## config.mk

```make
export PLATFORM = sky130hd
export DESIGN_NAME = enveloped_sine_tone_generator
export DESIGN_NICKNAME = d
export VERILOG_FILES = /design/src/sv/est_pkg.sv /design/src/sv/est_divider.sv /design/src/sv/est_sine.sv /design/src/sv/enveloped_sine_tone_generator.sv
export VERILOG_INCLUDE_DIRS = /design/src /design/src/sv
export SDC_FILE = /design/constraint.sdc
export NUM_CORES = 2
export LEC_CHECK = 0
export BUFFER_PORTS_ARGS = -buffer_cell sky130_fd_sc_hd__buf_2
export CELL_PAD_IN_SITES_DETAIL_PLACEMENT = 0
export CELL_PAD_IN_SITES_GLOBAL_PLACEMENT = 2
export CORE_MARGIN = 5
export CORE_UTILIZATION = 38
export DETAILED_ROUTE_END_ITERATION = 8
export PLACE_DENSITY_LB_ADDON = 0.1
export SYNTH_ARGS = -nofsm -noshare
export SYNTH_HDL_FRONTEND = slang
export SYNTH_SLANG_ARGS = --single-unit
export TNS_END_PERCENT = 100
```

## constraint.sdc

```tcl
create_clock -name clk -period 7 [get_ports clk]
set_clock_uncertainty 0.1 [all_clocks]
set_input_delay 0.35 -clock clk [delete_from_list [all_inputs] [get_ports clk]]
set_output_delay 0.35 -clock clk [all_outputs]
set_load 0.01 [all_outputs]
```

## src/sv/assert_macros.svh

```systemverilog
// assertion macros shared by the tone generator rtl
// expects a clock named clk and a synchronous active-high reset named rst in scope
`ifndef ASSERT_MACROS_SVH
`define ASSERT_MACROS_SVH

// same-cycle implication, checked outside reset
`define ASSERT_IMPLIES(label, ante, cons, msg) \
  label: assert property (@(posedge clk) disable iff (rst) (ante) |-> (cons)) else $error(msg);

// next-cycle implication, checked outside reset
`define ASSERT_NEXT(label, ante, cons, msg) \
  label: assert property (@(posedge clk) disable iff (rst) (ante) |=> (cons)) else $error(msg);

`endif

```

## src/sv/est_pkg.sv

```systemverilog
// shared types and constants for the enveloped sine tone generator
// no dependencies; imported by every module of the block
`timescale 1ns / 1ps
`default_nettype none

package est_pkg;

  // parameter defaults
  localparam int SAMPLE_RATE_DEF    = 44100;
  localparam int PHASE_BITS_DEF     = 32;
  localparam int SINE_ROM_DEPTH_DEF = 256;

  // field and datapath widths
  localparam int FREQ_W    = 15;
  localparam int DUR_W     = 16;
  localparam int VOL_W     = 7;
  localparam int LEN_W     = 16;
  localparam int COUNT_W   = 22;
  localparam int ENV_W     = 16;
  localparam int AMP_W     = 15;
  localparam int MAG_W     = 15;
  localparam int SAMPLE_W  = 16;
  localparam int DIVISOR_W = 17;   // holds the largest sample rate

  localparam logic [COUNT_W-1:0]   COUNT_MAX = '1;
  localparam logic [DIVISOR_W-1:0] MS_PER_S  = DIVISOR_W'(1000);
  localparam logic [VOL_W-1:0]     VOL_MAX   = VOL_W'(100);
  localparam logic [ENV_W-1:0]     ENV_FULL  = '1;

  typedef enum logic [1:0] {
    OP_START = 2'd0,
    OP_TICK  = 2'd1,
    OP_STOP  = 2'd2
  } op_t;

  typedef enum logic [1:0] {
    REG_VOLUME  = 2'd0,
    REG_ATTACK  = 2'd1,
    REG_RELEASE = 2'd2
  } reg_idx_t;

  typedef struct packed {
    logic busy;
    logic done;
  } div_stat_t;

endpackage

`default_nettype wire

```

## src/sv/est_divider.sv

```systemverilog
// shared restoring divider, one quotient bit per cycle
// depends on est_pkg for the status struct
`timescale 1ns / 1ps
`default_nettype none

module est_divider
  import est_pkg::*;
#(
  parameter int DIVIDEND_W = 48,
  parameter int DIVISR_W   = DIVISOR_W
) (
  input  wire logic                  clk,
  input  wire logic                  rst,
  input  wire logic                  start,
  input  wire logic [DIVIDEND_W-1:0] dividend,
  input  wire logic [DIVISR_W-1:0]   divisor,
  output logic      [DIVIDEND_W-1:0] quotient,
  output div_stat_t                  stat
);

  localparam int CNT_W = $clog2(DIVIDEND_W + 1);

  logic [DIVISR_W-1:0]   rem;
  logic [DIVISR_W-1:0]   dvs;
  logic [DIVIDEND_W-1:0] quo;
  logic [CNT_W-1:0]      cnt;
  logic                  busy;
  logic                  done;
  logic [DIVISR_W:0]     trial;
  logic                  take;

  assign trial = {rem, quo[DIVIDEND_W-1]};
  assign take  = trial >= {1'b0, dvs};

  always_ff @(posedge clk) begin
    if (rst) begin
      busy <= 1'b0;
      done <= 1'b0;
    end else begin
      done <= 1'b0;
      if (start) begin
        busy <= 1'b1;
        cnt  <= '0;
        rem  <= '0;
        quo  <= dividend;
        dvs  <= divisor;
      end else if (busy) begin
        rem <= take ? DIVISR_W'(trial - {1'b0, dvs}) : trial[DIVISR_W-1:0];
        quo <= {quo[DIVIDEND_W-2:0], take};
        cnt <= cnt + 1'b1;
        if (cnt == CNT_W'(DIVIDEND_W - 1)) begin
          busy <= 1'b0;
          done <= 1'b1;
        end
      end
    end
  end

  assign quotient  = quo;
  assign stat.busy = busy;
  assign stat.done = done;

endmodule

`default_nettype wire

```

## src/sv/est_sine.sv

```systemverilog
// quarter-wave sine lookup from the phase accumulator, two registered stages
// depends on est_pkg for widths; the table is built at elaboration
`timescale 1ns / 1ps
`default_nettype none

module est_sine
  import est_pkg::*;
#(
  parameter int PHASE_BITS     = PHASE_BITS_DEF,
  parameter int SINE_ROM_DEPTH = SINE_ROM_DEPTH_DEF
) (
  input  wire logic                  clk,
  input  wire logic [PHASE_BITS-1:0] phase,
  output logic      [MAG_W-1:0]      mag,
  output logic                       neg
);

  localparam int IDX_W  = $clog2(4 * SINE_ROM_DEPTH);
  localparam int ADDR_W = $clog2(SINE_ROM_DEPTH);
  localparam int PROD_W = PHASE_BITS + IDX_W;
  localparam logic [63:0] PI_HALF_Q30 = 64'd1686629713;
  localparam logic [63:0] ONE_Q30     = 64'd1073741824;
  localparam logic [IDX_W-1:0] Q1_START = IDX_W'(SINE_ROM_DEPTH);
  localparam logic [IDX_W-1:0] Q2_START = IDX_W'(2 * SINE_ROM_DEPTH);
  localparam logic [IDX_W-1:0] Q3_START = IDX_W'(3 * SINE_ROM_DEPTH);

  // taylor series in q2.30, rounded to q1.15
  function automatic logic [15:0] quarter_sine(input int unsigned i);
    logic [63:0] x;
    logic [63:0] x2;
    logic [63:0] term;
    logic [63:0] sum;
    x    = (PI_HALF_Q30 * 64'(i)) / SINE_ROM_DEPTH;
    x2   = (x * x) >> 30;
    term = x;
    sum  = x;
    term = ((term * x2) >> 30) / 6;
    sum  = sum - term;
    term = ((term * x2) >> 30) / 20;
    sum  = sum + term;
    term = ((term * x2) >> 30) / 42;
    sum  = sum - term;
    term = ((term * x2) >> 30) / 72;
    sum  = sum + term;
    term = ((term * x2) >> 30) / 110;
    sum  = sum - term;
    term = ((term * x2) >> 30) / 156;
    sum  = sum + term;
    if (sum > ONE_Q30) sum = ONE_Q30;
    quarter_sine = 16'((sum * 64'd32767 + (ONE_Q30 >> 1)) >> 30);
  endfunction

  logic [15:0] rom [SINE_ROM_DEPTH];

  for (genvar g = 0; g < SINE_ROM_DEPTH; g++) begin : g_rom
    assign rom[g] = quarter_sine(g);
  end

  logic [PROD_W-1:0] idx_prod;
  logic [IDX_W-1:0]  idx;
  logic [1:0]        quarter;
  logic [IDX_W-1:0]  base;
  logic [ADDR_W-1:0] pos;
  logic [ADDR_W-1:0] addr;
  logic              at_peak;

  assign idx_prod = PROD_W'(phase) * PROD_W'(4 * SINE_ROM_DEPTH);

  // stage 1: table index from the phase
  always_ff @(posedge clk) begin
    idx <= idx_prod[PROD_W-1:PHASE_BITS];
  end

  // quarter by compares, position within it
  always_comb begin
    if (idx >= Q3_START) begin
      quarter = 2'd3;
      base    = Q3_START;
    end else if (idx >= Q2_START) begin
      quarter = 2'd2;
      base    = Q2_START;
    end else if (idx >= Q1_START) begin
      quarter = 2'd1;
      base    = Q1_START;
    end else begin
      quarter = 2'd0;
      base    = '0;
    end
  end

  assign pos     = ADDR_W'(idx - base);
  assign at_peak = quarter[0] && (pos == '0);
  assign addr    = quarter[0] ? ADDR_W'(SINE_ROM_DEPTH - int'(pos)) : pos;

  // stage 2: registered table read, falling quarter peaks at full scale
  always_ff @(posedge clk) begin
    mag <= at_peak ? MAG_W'(32767) : rom[addr][MAG_W-1:0];
    neg <= quarter[1];
  end

endmodule

`default_nettype wire

```

## src/sv/enveloped_sine_tone_generator.sv

```systemverilog
// enveloped sine tone generator: note sequencer, envelope and output stage
// depends on est_pkg, est_divider, est_sine and assert_macros.svh
//
// channel   dir  handshake           payload
// s_*       in   s_tvalid/s_tready   s_tuser = op, s_tdata = tone_freq, note_ms
// m_*       out  m_tvalid/m_tready   m_tdata = sample, m_tlast = last_of_note
// apb       in   psel/penable        paddr 0 volume, 4 attack_length, 8 release_length
//
// a start transfer runs the shared divider twice (note length over 1000, then the
// phase increment), DIV_W = 47 by default; a tick on the flat part passes S_ENV,
// S_MUL1, S_MUL2 and S_OUT, in a rest S_ENV and S_OUT, in attack or release also
// S_ENV_WAIT, where the divider forms the envelope; stop and unused ops stay in
// S_IDLE; s_tready is high only when the sequencer is idle; a finished sample waits
// in S_OUT while the output register is full; synchronous reset, constant sine table
`timescale 1ns / 1ps
`default_nettype none

`include "assert_macros.svh"

module enveloped_sine_tone_generator
  import est_pkg::*;
#(
  parameter int SAMPLE_RATE    = SAMPLE_RATE_DEF,
  parameter int PHASE_BITS     = PHASE_BITS_DEF,
  parameter int SINE_ROM_DEPTH = SINE_ROM_DEPTH_DEF
) (
  input  wire logic        clk,
  input  wire logic        rst,
  // input stream
  input  wire logic        s_tvalid,
  output logic             s_tready,
  input  wire logic [31:0] s_tdata,   // [14:0] tone_freq, [30:15] note_ms, [31] zero
  input  wire logic [1:0]  s_tuser,   // [1:0] op
  // output stream
  output logic             m_tvalid,
  input  wire logic        m_tready,
  output logic [15:0]      m_tdata,   // [15:0] sample
  output logic             m_tlast,
  // configuration
  input  wire logic        psel,
  input  wire logic        penable,
  input  wire logic        pwrite,
  input  wire logic [3:0]  paddr,
  input  wire logic [31:0] pwdata,
  output logic [31:0]      prdata,
  output logic             pready
);

  // dividend has to hold frequency << PHASE_BITS and remaining << 16
  localparam int ENV_DIVIDEND_W = COUNT_W + ENV_W;
  localparam int DIV_W    = (FREQ_W + PHASE_BITS > ENV_DIVIDEND_W) ?
                            FREQ_W + PHASE_BITS : ENV_DIVIDEND_W;
  localparam int DPROD_W  = DUR_W + DIVISOR_W;
  localparam int AENV_W   = AMP_W + ENV_W;
  localparam int MPROD_W  = AENV_W + MAG_W;
  localparam int SHIFT    = 31;

  typedef enum logic [8:0] {
    S_IDLE     = 9'b000000001,
    S_DUR_DIV  = 9'b000000010,
    S_DUR_WAIT = 9'b000000100,
    S_INC_WAIT = 9'b000001000,
    S_ENV      = 9'b000010000,
    S_ENV_WAIT = 9'b000100000,
    S_MUL1     = 9'b001000000,
    S_MUL2     = 9'b010000000,
    S_OUT      = 9'b100000000
  } state_t;

  state_t state;

  // configuration registers
  logic [VOL_W-1:0] volume;
  logic [LEN_W-1:0] attack_length;
  logic [LEN_W-1:0] release_length;

  // note state
  logic                  note_active;
  logic [PHASE_BITS-1:0] phase_acc;
  logic [PHASE_BITS-1:0] phase_increment;
  logic [COUNT_W-1:0]    sample_index;
  logic [COUNT_W-1:0]    note_samples;
  logic [LEN_W-1:0]      release_in_use;
  logic                  rest_flag;

  // per-transfer working registers
  logic [DPROD_W-1:0]  dur_prod;
  logic [FREQ_W-1:0]   freq_q;
  logic [COUNT_W-1:0]  remain_q;
  logic                last_q;
  logic [AMP_W-1:0]    amp;
  logic [ENV_W-1:0]    env;
  logic [AENV_W-1:0]   amp_env;
  logic [MPROD_W-1:0]  mag_prod;
  logic                neg_q;

  // input fields
  op_t                in_op;
  logic [FREQ_W-1:0]  in_freq;
  logic [DUR_W-1:0]   in_dur;
  logic               s_accept;

  assign in_op    = op_t'(s_tuser[1:0]);
  assign in_freq  = s_tdata[FREQ_W-1:0];
  assign in_dur   = s_tdata[FREQ_W +: DUR_W];
  assign s_tready = (state == S_IDLE) && !rst;
  assign s_accept = s_tvalid && s_tready;

  // ---------------------------------------------------------------------------
  // configuration port, writes land on the access phase
  // ---------------------------------------------------------------------------
  logic apb_write;

  assign pready    = 1'b1;
  assign apb_write = psel && penable && pwrite && pready;

  always_ff @(posedge clk) begin
    if (rst) begin
      volume         <= VOL_MAX;
      attack_length  <= LEN_W'(220);
      release_length <= LEN_W'(1323);
    end else if (apb_write) begin
      unique case (reg_idx_t'(paddr[3:2]))
        REG_VOLUME:  volume         <= pwdata[VOL_W-1:0];
        REG_ATTACK:  attack_length  <= pwdata[LEN_W-1:0];
        REG_RELEASE: release_length <= pwdata[LEN_W-1:0];
        default: ;
      endcase
    end
  end

  always_comb begin
    unique case (reg_idx_t'(paddr[3:2]))
      REG_VOLUME:  prdata = 32'(volume);
      REG_ATTACK:  prdata = 32'(attack_length);
      REG_RELEASE: prdata = 32'(release_length);
      default:     prdata = '0;
    endcase
  end

  // ---------------------------------------------------------------------------
  // shared divider and its operand select
  // ---------------------------------------------------------------------------
  logic                 div_start;
  logic [DIV_W-1:0]     div_dividend;
  logic [DIVISOR_W-1:0] div_divisor;
  logic [DIV_W-1:0]     div_quotient;
  div_stat_t            div_stat;

  // envelope segment tests; release wins over attack
  logic rel_hit;
  logic atk_hit;

  assign rel_hit = remain_q < COUNT_W'(release_in_use);
  assign atk_hit = sample_index < COUNT_W'(attack_length);

  always_comb begin
    div_start    = 1'b0;
    div_dividend = DIV_W'(dur_prod);
    div_divisor  = MS_PER_S;
    unique case (state)
      S_DUR_DIV: begin
        div_start = 1'b1;
      end
      S_DUR_WAIT: begin
        // phase increment pass follows the length pass directly
        div_start    = div_stat.done;
        div_dividend = DIV_W'(freq_q) << PHASE_BITS;
        div_divisor  = DIVISOR_W'(SAMPLE_RATE);
      end
      S_ENV: begin
        div_start = !rest_flag && (rel_hit || atk_hit);
        if (rel_hit) begin
          div_dividend = DIV_W'({remain_q, ENV_W'(0)});
          div_divisor  = DIVISOR_W'(release_in_use);
        end else begin
          div_dividend = DIV_W'({sample_index, ENV_W'(0)});
          div_divisor  = DIVISOR_W'(attack_length);
        end
      end
      default: ;
    endcase
  end

  est_divider #(
    .DIVIDEND_W (DIV_W),
    .DIVISR_W   (DIVISOR_W)
  ) u_div (
    .clk      (clk),
    .rst      (rst),
    .start    (div_start),
    .dividend (div_dividend),
    .divisor  (div_divisor),
    .quotient (div_quotient),
    .stat     (div_stat)
  );

  // ---------------------------------------------------------------------------
  // sine lookup of phase_acc through the registered index and table-read stages
  // ---------------------------------------------------------------------------
  logic [MAG_W-1:0] sine_mag;
  logic             sine_neg;

  est_sine #(
    .PHASE_BITS     (PHASE_BITS),
    .SINE_ROM_DEPTH (SINE_ROM_DEPTH)
  ) u_sine (
    .clk   (clk),
    .phase (phase_acc),
    .mag   (sine_mag),
    .neg   (sine_neg)
  );

  // ---------------------------------------------------------------------------
  // note setup helpers
  // ---------------------------------------------------------------------------
  logic [COUNT_W-1:0] samples_sat;
  logic [COUNT_W-1:0] samples_half;
  logic [LEN_W-1:0]   release_clip;

  // note length saturates at the counter limit
  assign samples_sat  = (div_quotient > DIV_W'(COUNT_MAX)) ? COUNT_MAX
                                                           : div_quotient[COUNT_W-1:0];
  assign samples_half = samples_sat >> 1;
  // release never longer than half the note
  assign release_clip = (COUNT_W'(release_length) > samples_half) ?
                        samples_half[LEN_W-1:0] : release_length;

  // amplitude = 3 * v * v, volume above 100 treated as 100
  logic [VOL_W-1:0]   vol_clamped;
  logic [2*VOL_W-1:0] vol_sq;

  assign vol_clamped = (volume > VOL_MAX) ? VOL_MAX : volume;
  assign vol_sq      = vol_clamped * vol_clamped;

  // ---------------------------------------------------------------------------
  // result formation and output register
  // ---------------------------------------------------------------------------
  logic [MAG_W-1:0]    mag;
  logic [SAMPLE_W-1:0] sample_val;
  logic                out_load;

  assign mag = mag_prod[SHIFT +: MAG_W];

  always_comb begin
    if (rest_flag) begin
      sample_val = '0;
    end else if (neg_q) begin
      sample_val = -{1'b0, mag};
    end else begin
      sample_val = {1'b0, mag};
    end
  end

  assign out_load = (state == S_OUT) && (!m_tvalid || m_tready);

  always_ff @(posedge clk) begin
    if (out_load) begin
      m_tdata <= sample_val;
      m_tlast <= last_q;
    end
  end

  // ---------------------------------------------------------------------------
  // sequencer
  // ---------------------------------------------------------------------------
  always_ff @(posedge clk) begin
    if (rst) begin
      state           <= S_IDLE;
      m_tvalid        <= 1'b0;
      note_active     <= 1'b0;
      phase_acc       <= '0;
      phase_increment <= '0;
      sample_index    <= '0;
      note_samples    <= '0;
      release_in_use  <= '0;
      rest_flag       <= 1'b0;
    end else begin
      if (out_load) begin
        m_tvalid <= 1'b1;
      end else if (m_tready) begin
        m_tvalid <= 1'b0;
      end

      unique case (state)
        S_IDLE: begin
          if (s_accept) begin
            unique case (in_op)
              OP_START: begin
                // a new note replaces any note in progress
                dur_prod     <= DPROD_W'(in_dur) * DPROD_W'(SAMPLE_RATE);
                freq_q       <= in_freq;
                phase_acc    <= '0;
                sample_index <= '0;
                rest_flag    <= (in_freq == '0);
                note_active  <= 1'b0;
                state        <= S_DUR_DIV;
              end
              OP_TICK: begin
                if (note_active) begin
                  remain_q <= note_samples - sample_index;
                  last_q   <= ({1'b0, sample_index} + 1'b1) >= {1'b0, note_samples};
                  state    <= S_ENV;
                end
              end
              OP_STOP: begin
                note_active <= 1'b0;
              end
              default: ;
            endcase
          end
        end
        S_DUR_DIV: begin
          state <= S_DUR_WAIT;
        end
        S_DUR_WAIT: begin
          if (div_stat.done) begin
            note_samples   <= samples_sat;
            release_in_use <= release_clip;
            state          <= S_INC_WAIT;
          end
        end
        S_INC_WAIT: begin
          if (div_stat.done) begin
            phase_increment <= div_quotient[PHASE_BITS-1:0];
            note_active     <= (note_samples != '0);
            state           <= S_IDLE;
          end
        end
        S_ENV: begin
          amp <= AMP_W'({vol_sq, 1'b0}) + AMP_W'(vol_sq);
          env <= ENV_FULL;
          if (rest_flag) begin
            state <= S_OUT;
          end else if (div_start) begin
            state <= S_ENV_WAIT;
          end else begin
            state <= S_MUL1;
          end
        end
        S_ENV_WAIT: begin
          if (div_stat.done) begin
            env   <= div_quotient[ENV_W-1:0];
            state <= S_MUL1;
          end
        end
        S_MUL1: begin
          amp_env <= AENV_W'(amp) * AENV_W'(env);
          state   <= S_MUL2;
        end
        S_MUL2: begin
          mag_prod <= MPROD_W'(amp_env) * MPROD_W'(sine_mag);
          neg_q    <= sine_neg;
          state    <= S_OUT;
        end
        S_OUT: begin
          if (out_load) begin
            if (!rest_flag) begin
              phase_acc <= phase_acc + phase_increment;
            end
            sample_index <= sample_index + 1'b1;
            if (last_q) begin
              note_active <= 1'b0;
            end
            state <= S_IDLE;
          end
        end
        default: begin
          state <= S_IDLE;
        end
      endcase
    end
  end

  // ---------------------------------------------------------------------------
  // assertions
  // ---------------------------------------------------------------------------
  logic div_waiting;

  assign div_waiting = (state == S_DUR_WAIT) || (state == S_INC_WAIT) || (state == S_ENV_WAIT);

  `ASSERT_IMPLIES(active_index_a, note_active, sample_index < note_samples, "index past note end")
  `ASSERT_IMPLIES(rel_clip_a, 1'b1, COUNT_W'(release_in_use) <= note_samples >> 1, "release too long")
  `ASSERT_NEXT(last_ends_note_a, out_load && last_q, !note_active, "note active after last")
  `ASSERT_IMPLIES(div_done_wait_a, div_stat.done, div_waiting, "divider result with no consumer")

endmodule

`default_nettype wire

```

# == Word level (Yosys, flattened, before mapping) ==
# Memory sizes are Yosys's and may differ from the RTL's. A register that Yosys moved wholly into a read port is not among the register bits.
# Index checks and enable logic that the tools add are counted.
# W data, S select, Z words.
# word_totals
register_bits,469
rom_bits,4096
in_bits,77
out_inout_bits,52
mem_count,1
# mem_list
memory,words,width,rd,rd_clocked_by_memory_dff,write_ports,line,source
(no name shown),256,16,1,1,0,est_sine.sv:97,mag <= at_peak ? MAG_W'(32767) : rom[addr][MAG_W-1:0];
# classes
n_addsub,10
n_mul,4
order_cmp,10
n_eq_ne,25
muxes,54
n_bitwise,4
n_reduce_logical,44
# ops
op,count
$mux W32,4
$mux W47,2
$pmux W47 S2,1
$mux W22,4
$pmux W9 S9,1
$pmux W16 S2,2
$pmux W32 S2,1
$mux W9,7
$mux W16,3
$pmux W16 S3,1
$gt A47 B22 Y1 const B,1
$mul A31 B15 Y46,1
$lt A22 B16 Y1,2
$pmux W22 S2,1
$mux W38,1
$mux W17,2
$add A32 B32 Y32,1
$mul A15 B16 Y31,1
$mul A16 B14 Y30 const B,1
$mux W8,3
$add A22 B1 Y23 const B,1
$ge A23 B22 Y1,1
$add A22 B1 Y22 const B,1
$reduce_bool A22 Y1,1
other kinds (53),107

# == Longest topological paths before layout ==
# logic_depth
depth_word,7
mapped_depth,26

# == Cells and area by module ==
# From an unflattened synthesis, not the netlist that was laid out.
# unflattened
hier_cells,6005
area_unflattened_um2,53985.5
# modules_own_cells
mod,instances,cells_per_inst,area_each_um2
enveloped_sine_tone_generator,1,4796,43774.5
est_sine,1,855,5570.3
est_divider,1,354,4640.7

# == Worst setup path before layout ==
# No wires, ideal clock.
# synth_timing
kind,register to register
start,reg amp[5]
end,"reg amp_env[30], data pin"
setup_time_ns,0.260
arrival_time_ns,6.209
t_required_ns,6.640
setup_slack_ns,0.432
stages_incl_launch_ff,24
n_path_buf,1
period_less_slack_ns,6.568
path_cell_list,edfxtp_1 -> clkbuf_1 -> nand2_1 -> fa_1 -> inv_1 -> fa_1 -> inv_1 -> fa_1 -> inv_1 -> fa_1 -> fa_1 -> fa_1 -> ha_1 -> a21oi_1 -> o21ai_0 -> a221o_1 -> a41oi_1 -> nor4b_1 -> o41ai_2 -> o21a_1 -> a21oi_1 -> a21o_1 -> a21oi_1 -> xnor2_1
# synth_between
elab_chain_len,1
# synth_lines
element,line,source
"start, declared",enveloped_sine_tone_generator.sv:91,logic [AMP_W-1:0] amp;
"start signal, assigned",enveloped_sine_tone_generator.sv:331,"amp <= AMP_W'({vol_sq, 1'b0}) + AMP_W'(vol_sq);"
$mul A15 B16 Y31,enveloped_sine_tone_generator.sv:348,amp_env <= AENV_W'(amp) * AENV_W'(env);
"end signal, assigned",enveloped_sine_tone_generator.sv:348,
"end, declared",enveloped_sine_tone_generator.sv:93,logic [AENV_W-1:0] amp_env;
# No other way between the ends.
# A chain may end at the register's enable or synchronous reset.

# == Worst setup path in the final report ==
# layout_timing
start,reg u_sine.mag[11]
end,"reg mag_prod[45], data pin"
# layout_between
elab_chain_len,1
# layout_lines
element,line,source
"start, declared",est_sine.sv:14,"output logic [MAG_W-1:0] mag,"
$mul A31 B15 Y46,enveloped_sine_tone_generator.sv:352,mag_prod <= MPROD_W'(amp_env) * MPROD_W'(sine_mag);
"end signal, assigned",enveloped_sine_tone_generator.sv:352,
"end, declared",enveloped_sine_tone_generator.sv:94,logic [MPROD_W-1:0] mag_prod;
# No other way between the ends.

==> flow_metrics.py <==
metrics = {
    "timing": {
        "hold_viol_final": 0,
        "drv_slew": 0,
        "max_freq_mhz": 150,
        "rsz0062_at_grt": "no",
        "slew_headroom": 0.256,
        "worstMarginPinSlew_ns": 1.11,
        "setup_viol": 0,
        "fin_crit_sh": 0.955,
        "timing.final.crit_period_ns": 6.68,
        "tns_ns": 0,
        "setup_ws_ns": 0.318,
    },
    "drt": {
        "totalWireLength_um": 169000,
        "first_pass_iters": 7,
        "vias": 41560,
        "drc": 0,
        "wire_per_inst_um": 21.7,
        "dr.first_iter.drc_count": 2798,
        "antenna_left": 0,
        "via_per_inst": 5.34,
    },
    "clock_tree": {
        "clk_path_buf_depth": 3,
        "numClockSinks": 451,
        "cts_tree": "yes",
        "numCtsBuffers": 59,
        "clk_latency_ns": 0.72,
        "htreeDepth": 2,
        "cts_root_buf": "clkbuf_16",
        "cts.clk_slew.worst_paths_ns": 0.06,
    },
    "pwr": {
        "p_sw_frac": 0.327,
        "vdd_drop_max_mv": 0.213,
        "intPower_mw": 5.88,
        "pwr-share-clk": 0.363,
        "sequentialPowerShare": 0.348,
        "power.switching_mw": 2.86,
        "power_frac_comb": 0.289,
        "total_power_mw": 8.75,
        "power_leakage_nw": 26.7,
        "power_density_nw_per_um2": 150,
    },
    "synthesis": {
        "syn_avg_cell_area_um2": 9.00,
        "yosys_warnings": 0,
        "yosys_register_bits": 451,
        "synth_cell_types": 104,
        "synth-edff-count": 248,
        "ys_async_sr_fraction": 0,
        "synth_seq_area_share": 0.219,
        "synth_cells": 5838,
        "netlist_area_um2": 52500,
        "synthFlopType": "edfxtp_1",
    },
    "final_layout": {
        "area_delta_synth_final_pct": 11.1,
        "final-instance-count-excl-fill": 7777,
        "drive_above_1_share": 0.0859,
        "fin_area_um2": 58400,
        "final_common_cell": "nand2_1",
        "area.sequential_um2": 11500,
        "multi_input_area_um2": 37000,
        "num-fill-cells": 13897,
        "final_cell_mix": "nand2_1, inv_1, fa_1",
        "nNetsFinal": 7129,
    },
    "global_route": {
        "grt_pass1_vias": 42204,
        "grt-ovfl-total": 0,
        "antenna_found_initial": 8,
        "grt_max_degree": 85,
        "grt_util_all_layers": 0.229,
        "grt_pass1_wl_um": 261000,
    },
    "worst_setup_path": {
        "slowest_stage": "fa_1",
        "crit_path_max_incr_delay_ns": 0.55,
        "crit_path_frequent_cell": "fa_1",
        "arrival_ns": 7.01,
        "required_ns": 7.33,
        "worstPathCellList": "buf_12, and2_1, fa_1, inv_1, fa_1, inv_1, fa_1, fa_1, fa_1, inv_1, fa_1, inv_1, ha_1, nand4_1, nor3_2, a311o_1, o221ai_1, a31o_2, o31ai_2, o211ai_1, a21boi_1, o21a_1, nor2_1, xnor2_1",
        "path_max_fanout": 31,
        "critPathCaptureType": "flop",
        "start_kind": "flop",
        "crit_type": "flop to flop",
    },
    "placed_design": {
        "dp_hpwl_um": 130000,
        "placed_cell_area_um2": 55700,
        "pre_cts_ws_ns": -0.0223,
        "dp_cells": 7601,
        "io_buffers": 92,
        "gp_congestion": 0.893,
    },
    "floorplanning": {
        "core_area_um2": 137000,
        "die-area_um2": 146000,
        "io_pins": 129,
        "rows": 136,
        "start_util": 0.382,
        "die_h_um": 382,
        "die_w_um": 382,
    },
    "worst_hold_path": {
        "hold_class": "primary input to flop",
    },
    "flow_run": {
        "maxCapViolations": 0,
    },
    "status": {
        "outcome": "completed",
    },
}
-- synthesized netlist by cell type (all sizes together), types with 15 or more instances --
| cell type | number | area (um^2) |
|---|---|---|
| a31oi | 21 | 131 |
| o211ai | 28 | 210 |
| nor2 | 362 | 1360 |
| nor2b | 47 | 294 |
| nand4 | 36 | 231 |
| buf | 89 | 524 |
| ha | 509 | 6370 |
| or2 | 24 | 150 |
| mux2i | 47 | 470 |
| mux2 | 17 | 191 |
| and3 | 32 | 204 |
| o21bai | 20 | 150 |
| nand3b | 15 | 116 |
| clkbuf | 234 | 878 |
| nand2 | 774 | 2920 |
| a221oi | 19 | 166 |
| xor2 | 61 | 553 |
| or3 | 21 | 131 |
| a22o | 23 | 201 |
| dfxtp | 203 | 4060 |
| fa | 612 | 12300 |
| nor4 | 36 | 253 |
| xnor2 | 134 | 1230 |
| o21a | 30 | 225 |
| and2 | 294 | 1840 |
| a211oi | 55 | 428 |
| or4 | 22 | 169 |
| o311ai | 29 | 272 |
| nand2b | 32 | 203 |
| edfxtp | 248 | 7450 |
| nand3 | 82 | 410 |
| nand4b | 17 | 149 |
| a22oi | 26 | 195 |
| o21ai | 236 | 1200 |
| a311oi | 15 | 131 |
| nor3 | 74 | 370 |
| a21oi | 342 | 1720 |
| o22ai | 19 | 119 |
| a21o | 64 | 480 |
| inv | 750 | 2820 |
-- routing by layer --
layer,routed length [um],vias up,GRT usage
met2,79400,943,0.379
li1,-,19620,-
met3,7670,170,0.0275
met1,78000,20825,0.325
met5,12,-,0
met4,3470,2,0.0454
-- metrics by stage --
| stage | utilization | hold slack [ns] |
|---|---|---|
| floorplan | - | 0.250 |
| global placement | 0.405 | 0.213 |
| detailed placement | 0.405 | 0.218 |
| CTS | 0.423 | 0.0260 |
| global route | 0.425 | 0.0545 |
| finish | 0.425 | 0.0543 |
-- registers in the layout, indices dropped and copies added, names as in the netlist, 17 cells and up --
| name | cells |
|---|---|
| dur_prod | 30 |
| phase_increment | 32 |
| note_samples | 22 |
| u_div.rem | 17 |
| remain_q | 22 |
| amp_env | 31 |
| phase_acc | 32 |
| sample_index | 22 |
| u_div.quotient | 47 |
-- critical path: cells and delay by family, from the launching register on --
family          cells  cell delay, ns
simple gates        4            0.58
flops               1            0.32
fa+ha+maj           7            3.41
compound gates      7            1.48
xor+xnor            1            0.12
buf+inv             5            0.38
-- timing repair --
action                                 4_1_cts  5_1_grt
setup endpoints to repair                    2        7
endpoints found under the hold margin       75        0
cloned                                       0        0
buffers inserted                             0       25
gates resized for setup                      1        3
hold buffers                                38        0
-- logic make-up after synthesis --
group                    count (synthesis)  synth area share
flip-flops                             451             0.219
XOR/XNOR                               195            0.0340
multiplexers                            66            0.0135
AO/OA/AOI/OAI                         1040             0.127
buffers and inverters                 1073            0.0803
adder cells (fa/ha/maj)               1121             0.354
AND/OR/NAND/NOR                       1890             0.171
other                                    2          0.000143
-- power by group through the flow --
| stage | clock, mW | sequential, mW | combinational [mW] |
|---|---|---|---|
| 5_1_grt | 3.38 | 3.05 | 2.87 |
| 4_1_cts | 3.27 | 3.05 | 2.58 |
| 3_5_place_dp | 0 | 3.10 | 2.54 |
| 6_report | 3.18 | 3.04 | 2.52 |
| 2_1_floorplan | 0 | 3.07 | 1.87 |
| 3_3_place_gp | 0 | 3.10 | 2.55 |
-- path summary, 6_finish.rpt --
path | start | slack, ns | cells past startpoint | endpoint
setup / recovery | u_sine.mag[11] | 0.32 | 24 | mag_prod[45]
hold / removal | s_tdata[19] | 0.05 | 2 | dur_prod[6]
setup reg to reg | u_sine.mag[11] | 0.32 | 24 | mag_prod[45]
hold reg to reg | phase_acc[22] | 0.22 | 0 | u_sine.idx[0]
-- layout make-up --
type	count	share of cell area
repair buffers	340	0.0471
inverters	750	0.0482
diodes	1	0.0000429
clock buffers	89	0.0300
clock inverters	23	0.00478
flip-flops and latches	451	0.197
multi-input cells	4329	0.634
well taps	1794	0.0385
Note: power is estimated with default switching activity, not from simulation.
